File: src/ildl_pkg.sv
// Types, codes and constants shared by the log density lookup modules.
`default_nettype none

package ildl_pkg;

   localparam logic       CMD_WRITE          = 1'b0;
   localparam logic       CMD_QUERY          = 1'b1;
   localparam logic [1:0] STATUS_WRITE       = 2'd0;
   localparam logic [1:0] STATUS_VALID       = 2'd1;
   localparam logic [1:0] STATUS_ZERO        = 2'd2;
   localparam logic [11:0] TICK_COUNT_RESET  = 12'd2000;
   localparam logic [32:0] LN2_Q32           = 33'd2977044472;
   localparam int          LOG_FRAC_BITS     = 24;
   localparam int          DIV_STEPS         = 32;

   typedef struct packed {
      logic               command;
      logic [10:0]        entry_index;
      logic signed [31:0] tick_position;
      logic [31:0]        density_value;
      logic signed [31:0] query_position;
   } req_type;

   typedef struct packed {
      logic signed [20:0] log_density;
      logic [1:0]         status;
   } rsp_type;

   typedef enum logic [3:0] {
      ST_IDLE, ST_FIRST, ST_LAST, ST_SCAN, ST_MUL_A, ST_MUL_B, ST_DIV_INIT,
      ST_DIV, ST_QUOT, ST_CHECK, ST_NORM, ST_SQ, ST_LN, ST_DONE
   } state_type;

   typedef enum logic [3:0] {
      OP_NONE, OP_ACCEPT, OP_TAKE_RD, OP_SCAN_INIT, OP_SCAN_STEP, OP_SCAN_HIT,
      OP_MUL_A, OP_MUL_B, OP_DIV_INIT, OP_DIV_STEP, OP_TAKE_QUOT, OP_NORM_STEP,
      OP_SQ_STEP, OP_LN_MUL
   } op_type;

   typedef enum logic [1:0] {RD_ZERO, RD_LAST, RD_LAST_M1, RD_SCAN} rd_sel_type;

   typedef struct packed {
      op_type     op;
      rd_sel_type rd_sel;
      logic       rsp_load;
      logic [1:0] rsp_status;
   } cmd_type;

   typedef struct packed {
      logic x_le_first;
      logic x_ge_last;
      logic bin_hit;
      logic scan_end;
      logic div_last;
      logic sq_last;
      logic fx_zero;
      logic norm_done;
   } stat_type;

endpackage

`default_nettype wire

File: src/ildl_ctrl.sv
// Controller: sequences write, bin scan, interpolation, divide and log steps.
`default_nettype none

module ildl_ctrl (
   input  wire logic               clock,
   input  wire logic               reset,
   input  wire logic               req_valid,
   input  wire logic               req_command,
   output logic                    req_stall,
   output logic                    rsp_valid,
   input  wire logic               rsp_stall,
   input  wire ildl_pkg::stat_type stat,
   output ildl_pkg::cmd_type       cmd
);
   import ildl_pkg::*;

   state_type  state_ff, state_in;
   logic [1:0] status_ff, status_in;
   logic       rsp_valid_ff, accept, slot_free;

   assign req_stall = state_ff != ST_IDLE;
   assign accept    = req_valid && (state_ff == ST_IDLE);
   assign slot_free = !rsp_valid_ff || !rsp_stall;

   always_comb begin
      state_in  = state_ff;
      status_in = status_ff;
      unique case (state_ff)
         ST_IDLE: begin
            if (accept) begin
               if (req_command == CMD_WRITE) begin
                  state_in  = ST_DONE;
                  status_in = STATUS_WRITE;
               end else begin
                  state_in = ST_FIRST;
               end
            end
         end
         ST_FIRST:    state_in = stat.x_le_first ? ST_CHECK : ST_LAST;
         ST_LAST:     state_in = stat.x_ge_last ? ST_CHECK : ST_SCAN;
         ST_SCAN: begin
            if (stat.bin_hit) begin
               state_in = ST_MUL_A;
            end else if (stat.scan_end) begin
               state_in  = ST_DONE;
               status_in = STATUS_ZERO;
            end
         end
         ST_MUL_A:    state_in = ST_MUL_B;
         ST_MUL_B:    state_in = ST_DIV_INIT;
         ST_DIV_INIT: state_in = ST_DIV;
         ST_DIV:      state_in = stat.div_last ? ST_QUOT : ST_DIV;
         ST_QUOT:     state_in = ST_CHECK;
         ST_CHECK: begin
            if (stat.fx_zero) begin
               state_in  = ST_DONE;
               status_in = STATUS_ZERO;
            end else begin
               state_in = ST_NORM;
            end
         end
         ST_NORM:     state_in = stat.norm_done ? ST_SQ : ST_NORM;
         ST_SQ:       state_in = stat.sq_last ? ST_LN : ST_SQ;
         ST_LN: begin
            state_in  = ST_DONE;
            status_in = STATUS_VALID;
         end
         ST_DONE:     state_in = slot_free ? ST_IDLE : ST_DONE;
         default:     state_in = ST_IDLE;
      endcase
   end

   always_comb begin
      cmd.op         = OP_NONE;
      cmd.rd_sel     = RD_ZERO;
      cmd.rsp_load   = 1'b0;
      cmd.rsp_status = status_ff;
      unique case (state_ff)
         ST_IDLE:     cmd.op = accept ? OP_ACCEPT : OP_NONE;
         ST_FIRST: begin
            cmd.op     = stat.x_le_first ? OP_TAKE_RD : OP_NONE;
            cmd.rd_sel = RD_LAST;
         end
         ST_LAST: begin
            cmd.op     = stat.x_ge_last ? OP_TAKE_RD : OP_SCAN_INIT;
            cmd.rd_sel = RD_LAST_M1;
         end
         ST_SCAN: begin
            cmd.op     = stat.bin_hit ? OP_SCAN_HIT : OP_SCAN_STEP;
            cmd.rd_sel = RD_SCAN;
         end
         ST_MUL_A:    cmd.op = OP_MUL_A;
         ST_MUL_B:    cmd.op = OP_MUL_B;
         ST_DIV_INIT: cmd.op = OP_DIV_INIT;
         ST_DIV:      cmd.op = OP_DIV_STEP;
         ST_QUOT:     cmd.op = OP_TAKE_QUOT;
         ST_CHECK:    cmd.op = OP_NONE;
         ST_NORM:     cmd.op = stat.norm_done ? OP_NONE : OP_NORM_STEP;
         ST_SQ:       cmd.op = OP_SQ_STEP;
         ST_LN:       cmd.op = OP_LN_MUL;
         ST_DONE:     cmd.rsp_load = slot_free;
         default:     cmd.op = OP_NONE;
      endcase
   end

   always_ff @(posedge clock) begin
      if (reset) begin
         state_ff     <= ST_IDLE;
         status_ff    <= STATUS_WRITE;
         rsp_valid_ff <= 1'b0;
      end else begin
         state_ff  <= state_in;
         status_ff <= status_in;
         if (cmd.rsp_load) begin
            rsp_valid_ff <= 1'b1;
         end else if (!rsp_stall) begin
            rsp_valid_ff <= 1'b0;
         end
      end
   end

   assign rsp_valid = rsp_valid_ff;

   a_no_overwrite: assert property (@(posedge clock) disable iff (reset)
      cmd.rsp_load |-> !(rsp_valid_ff && rsp_stall))
      else $error("result overwritten while held");
   a_write_done: assert property (@(posedge clock) disable iff (reset)
      accept && (req_command == CMD_WRITE) |=> state_ff == ST_DONE)
      else $error("write item did not go straight to result");
   a_scan_entry: assert property (@(posedge clock) disable iff (reset)
      state_ff == ST_SCAN |-> $past(state_ff) == ST_LAST || $past(state_ff) == ST_SCAN)
      else $error("scan entered from wrong state");

endmodule

`default_nettype wire

File: config.mk
export PLATFORM = sky130hd
export DESIGN_NAME = ildl_ctrl
export DESIGN_NICKNAME = d
export VERILOG_FILES = /design/src/ildl_pkg.sv /design/src/ildl_ctrl.sv
export SDC_FILE = /design/constraint.sdc
export NUM_CORES = 1
export LEC_CHECK = 0
export BUFFER_PORTS_ARGS = -buffer_cell sky130_fd_sc_hd__buf_4
export CELL_PAD_IN_SITES_DETAIL_PLACEMENT = 0
export CELL_PAD_IN_SITES_GLOBAL_PLACEMENT = 1
export CORE_UTILIZATION = 33
export CTS_BUF_LIST = sky130_fd_sc_hd__clkbuf_4 sky130_fd_sc_hd__clkbuf_8
export DETAILED_ROUTE_END_ITERATION = 7
export PLACE_DENSITY_LB_ADDON = 0.1
export SLEW_MARGIN = 20
export SYNTH_ARGS = -nofsm -noshare
export SYNTH_HDL_FRONTEND = slang
export SYNTH_SLANG_ARGS = --single-unit
File: constraint.sdc
create_clock -name clock -period 1.5 [get_ports clock]
set_clock_uncertainty 0.05 [all_clocks]
set_input_delay 0 -clock clock [delete_from_list [all_inputs] [get_ports clock]]
set_output_delay 0 -clock clock [all_outputs]
set_load 0.01 [all_outputs]
==> impl_metrics.prom <==
# TYPE chip_impl_metric gauge
chip_impl_info{name="post-synth-top-area-cell",value="dfxtp_1"} 1
chip_impl_metric{name="biggest_cell_delay_along_the_critical_path",unit="ps"} 500
chip_impl_metric{name="drt-vias-per-instance",unit=""} 5.67
chip_impl_info{name="netlist_top_cells_area",value="dfxtp_1 (18%), a21oi_1 (9.2%), buf_2 (5.3%)"} 1
chip_impl_metric{name="clock_tree.htree_level_count",unit=""} 1
chip_impl_metric{name="yosysSeqAreaShare",unit="%"} 18.4
chip_impl_metric{name="synth_edf_count",unit=""} 0
chip_impl_metric{name="final.min_clock_period",unit="ps"} 1540
chip_impl_info{name="crit_family",value="simple AND/OR/NAND/NOR gates"} 1
chip_impl_metric{name="diodes",unit=""} 0
chip_impl_info{name="path_common_cell",value="buf_6"} 1
chip_impl_metric{name="multiInputGateArea",unit="µm²"} 601
chip_impl_metric{name="mappedNetlistNets",unit=""} 121
chip_impl_metric{name="grt_max_degree",unit=""} 11
chip_impl_metric{name="row_count",unit=""} 17
chip_impl_metric{name="switching_share",unit="%"} 42.7
chip_impl_metric{name="synthDistinctLibCells",unit=""} 39
chip_impl_info{name="layout.cells.most_common",value="buf_4"} 1
chip_impl_info{name="failing_checks",value="negative setup slack"} 1
chip_impl_metric{name="share_seq_of_total_power",unit="%"} 14.6
chip_impl_metric{name="p_sw",unit="mW"} 1.12
chip_impl_metric{name="netlist.area_leader.share",unit="%"} 18.4
chip_impl_metric{name="drt_first_pass_iters",unit=""} 4
chip_impl_metric{name="cts.sink_count",unit=""} 7
chip_impl_metric{name="first_iter_violations",unit=""} 24
chip_impl_metric{name="placeableCoreArea",unit="µm²"} 2190
chip_impl_info{name="layout_common_cells",value="buf_4 (45), a21oi_1 (12), nand2_1 (9)"} 1
chip_impl_metric{name="worst_slack",unit="ps"} -37.5
chip_impl_metric{name="lkg_pwr",unit="nW"} 0.550
chip_impl_metric{name="post_route_cells_drive_above_1_share",unit="%"} 48.7
chip_impl_metric{name="die_h",unit="µm"} 50.1
chip_impl_metric{name="vdd.ir_drop.worst",unit="mV"} 1.15
chip_impl_metric{name="slew_viol_final",unit=""} 0
chip_impl_metric{name="wl_per_cell",unit="µm"} 14.7
chip_impl_metric{name="setup-violations-final",unit=""} 3
chip_impl_metric{name="postRouteWirelength",unit="µm"} 2730
chip_impl_info{name="crit_path_start_kind",value="flop"} 1
chip_impl_info{name="cts.root.buffer_cell",value="clkbuf_4"} 1
chip_impl_info{name="synth-main-ff-cell",value="dfxtp_1"} 1
chip_impl_metric{name="timing.final.crit_share",unit="%"} 103
chip_impl_metric{name="synth_warnings",unit=""} 0
chip_impl_metric{name="ys_ff_latch",unit=""} 7
chip_impl_metric{name="gr-usage-all-layers",unit="%"} 21.9
chip_impl_metric{name="area.growth.synth_to_final",unit="%"} 70.4
chip_impl_metric{name="path_clk_slew",unit="ps"} 60
chip_impl_metric{name="globalRouteMet3Util",unit="%"} 4.32
chip_impl_info{name="worstSetupPathType",value="reg2out"} 1
chip_impl_info{name="status",value="finished, violations left"} 1
chip_impl_metric{name="hpwl",unit="µm"} 1890
chip_impl_metric{name="crit_required",unit="ps"} 1450
chip_impl_info{name="worst_setup_path_end_kind",value="primary output"} 1
chip_impl_metric{name="cts_max_path_buffers",unit=""} 2
chip_impl_metric{name="die_area",unit="µm²"} 2510
chip_impl_info{name="crit_path_cell_trace",value="buf_6, or4_4, buf_6, buf_6"} 1
chip_impl_metric{name="pwr_density_cell",unit="nW/µm²"} 2020
chip_impl_metric{name="nets",unit=""} 172
chip_impl_metric{name="ffs_w_async_s_r_synth",unit="%"} 0
chip_impl_info{name="cts_tree",value="yes"} 1
chip_impl_metric{name="critPathBufInv",unit=""} 3
chip_impl_info{name="globalRoute.busiestLayer",value="met2"} 1
chip_impl_metric{name="worst-endpoint-arrival",unit="ps"} 1490
chip_impl_metric{name="globalRoute.totalOverflow",unit=""} 0
chip_impl_metric{name="avgSynthCellArea",unit="µm²"} 7.06
chip_impl_metric{name="starting_density",unit="%"} 34.8
chip_impl_metric{name="io_pins",unit=""} 24
chip_impl_metric{name="timing.fmax",unit="MHz"} 650
chip_impl_info{name="timing.critical_path.slowest_stage_cell",value="or4_4"} 1
chip_impl_metric{name="netlist_area",unit="µm²"} 762
chip_impl_metric{name="global_route.usage.met1",unit="%"} 27.7
chip_impl_metric{name="clock_latency",unit="ps"} 250
chip_impl_metric{name="final_core_util",unit="%"} 59.3
chip_impl_metric{name="grt_pass1_wl",unit="µm"} 4160
chip_impl_metric{name="remaining_drc_errors",unit=""} 0
chip_impl_metric{name="grt_use_met2",unit="%"} 35.8
chip_impl_metric{name="critical_path_peak_fanout",unit=""} 5
chip_impl_metric{name="maxSlewHeadroom",unit="%"} 68.7
chip_impl_metric{name="cell_internal_pwr",unit="mW"} 1.50
chip_impl_metric{name="globalplace.congestion",unit=""} 0.842
chip_impl_metric{name="filler_cell_count",unit=""} 216
chip_impl_metric{name="hold_viol",unit=""} 0
chip_impl_metric{name="transition_time_at_the_pin_with_the_least_slew_margin",unit="ps"} 465
chip_impl_metric{name="antenna_found_initial",unit=""} 0
chip_impl_metric{name="timing.setup.tns",unit="ps"} -51.6
chip_impl_metric{name="buffer_ports.inserted",unit=""} 23
chip_impl_metric{name="register_area",unit="µm²"} 155
chip_impl_metric{name="combinationalPowerShare",unit="%"} 77.8
chip_impl_metric{name="syn-instance-count",unit=""} 108
chip_impl_info{name="rsz0062_at_grt",value="true"} 1
chip_impl_metric{name="clock_power_share",unit="%"} 7.6
chip_impl_metric{name="antenna_violating_nets_post_route",unit=""} 0
chip_impl_info{name="min-delay-path-class",value="in2reg"} 1
chip_impl_metric{name="cts-buffers-inserted",unit=""} 3
chip_impl_metric{name="via_count",unit=""} 1055
chip_impl_metric{name="cap_violations",unit=""} 0
chip_impl_metric{name="grt_pass1_vias",unit=""} 925
chip_impl_metric{name="fp.dieW",unit="µm"} 50.1
-- cells by family (layout without fill, tap and decap cells) --
family	after synthesis	in the layout	synth area share, %
DFF	7	7	18.4
buffers and inverters	14	64	9.69
AOI/OAI and AO/OA	47	47	40.4
and+or+nand+nor	40	40	31.5
-- cell type report --
type / count / area share [%]
inverter: 4 / 1.16
timing repair buffer: 56 / 35.6
sequential: 7 / 11.9
tap: 28 / 2.70
clock buffer: 4 / 2.31
multi-input combinational: 87 / 46.2
-- cells in the mapped netlist (2+ instances only) --
| library cell | n |
|---|---|
| nand3_1 | 3 |
| inv_1 | 4 |
| a41oi_1 | 2 |
| o31ai_1 | 2 |
| o21a_1 | 3 |
| nor2_1 | 6 |
| dfxtp_1 | 7 |
| o21ai_0 | 6 |
| a21o_1 | 2 |
| nor2b_1 | 4 |
| buf_2 | 8 |
| nand2_1 | 9 |
| a21oi_1 | 14 |
| nor3_1 | 2 |
| nand2b_1 | 5 |
| a31oi_1 | 6 |
| o22ai_1 | 2 |
| nand3b_1 | 2 |
-- worst reg2reg max path: cells and delay by family (launching register included) --
| kind | cells | cell delay [ps] |
|---|---|---|
| flip-flops | 1 | 370 |
| AND/OR/NAND/NOR | 2 | 570 |
| buffers and inverters | 1 | 130 |
| AO/OA/AOI/OAI | 2 | 280 |
-- routing by layer --
metal / share of wire [%] / up-vias
met5: 0 / -
met4: 2.7 / 0
met3: 5.8 / 10
met2: 48 / 41
met1: 43 / 493
li1: - / 511
-- state kept, by name, summed over array words and instances, names as in the netlist --
signal / count
rsp_valid: 1
state_ff: 4
status_ff: 2
-- what timing repair did --
| action | 4_1_cts | 5_1_grt |
|---|---|---|
| buffers inserted | 6 | 4 |
| cloned | 0 | 0 |
| gates resized for setup | 17 | 15 |
| endpoints found under the setup margin | 11 | 7 |
| endpoints found under the hold margin | 5 | 0 |
| hold buffers | 1 | 0 |
| pin swaps | 2 | 3 |
-- metrics by stage --
step | hold WS (ps) | total power, mW | cells | setup WS, ps | cell area [µm²]
floorplan | 19.1 | 1.22 | 108 | 61.7 | 762
global placement | 169 | 2.00 | 172 | -74.3 | 1100
detailed placement | 160 | 1.98 | 172 | -68.7 | 1100
CTS | 7.11 | 2.41 | 183 | 2.58 | 1230
global route | 37.5 | 2.79 | 186 | -65.4 | 1300
finish | 2.76 | 2.63 | 186 | -37.5 | 1300
-- path summary, 6_finish.rpt --
path | cells past startpoint | slack (ps) | end | from
worst max register to register | 5 | -10 | state_ff[2] | state_ff[2]
worst max-delay path | 4 | -40 | req_stall | state_ff[2]
worst min-delay path | 3 | 3 | rsp_valid | rsp_stall
worst min register to register | 2 | 470 | rsp_valid | rsp_valid
-- power by group through the flow --
stage	registers [mW]	logic [mW]	clock network [mW]
floorplan	0.276	0.947	0
global placement	0.372	1.63	0
detailed placement	0.369	1.61	0
CTS	0.391	1.82	0.197
global route	0.390	2.19	0.211
finish	0.383	2.04	0.200
Note: power is estimated with default switching activity, not from simulation.
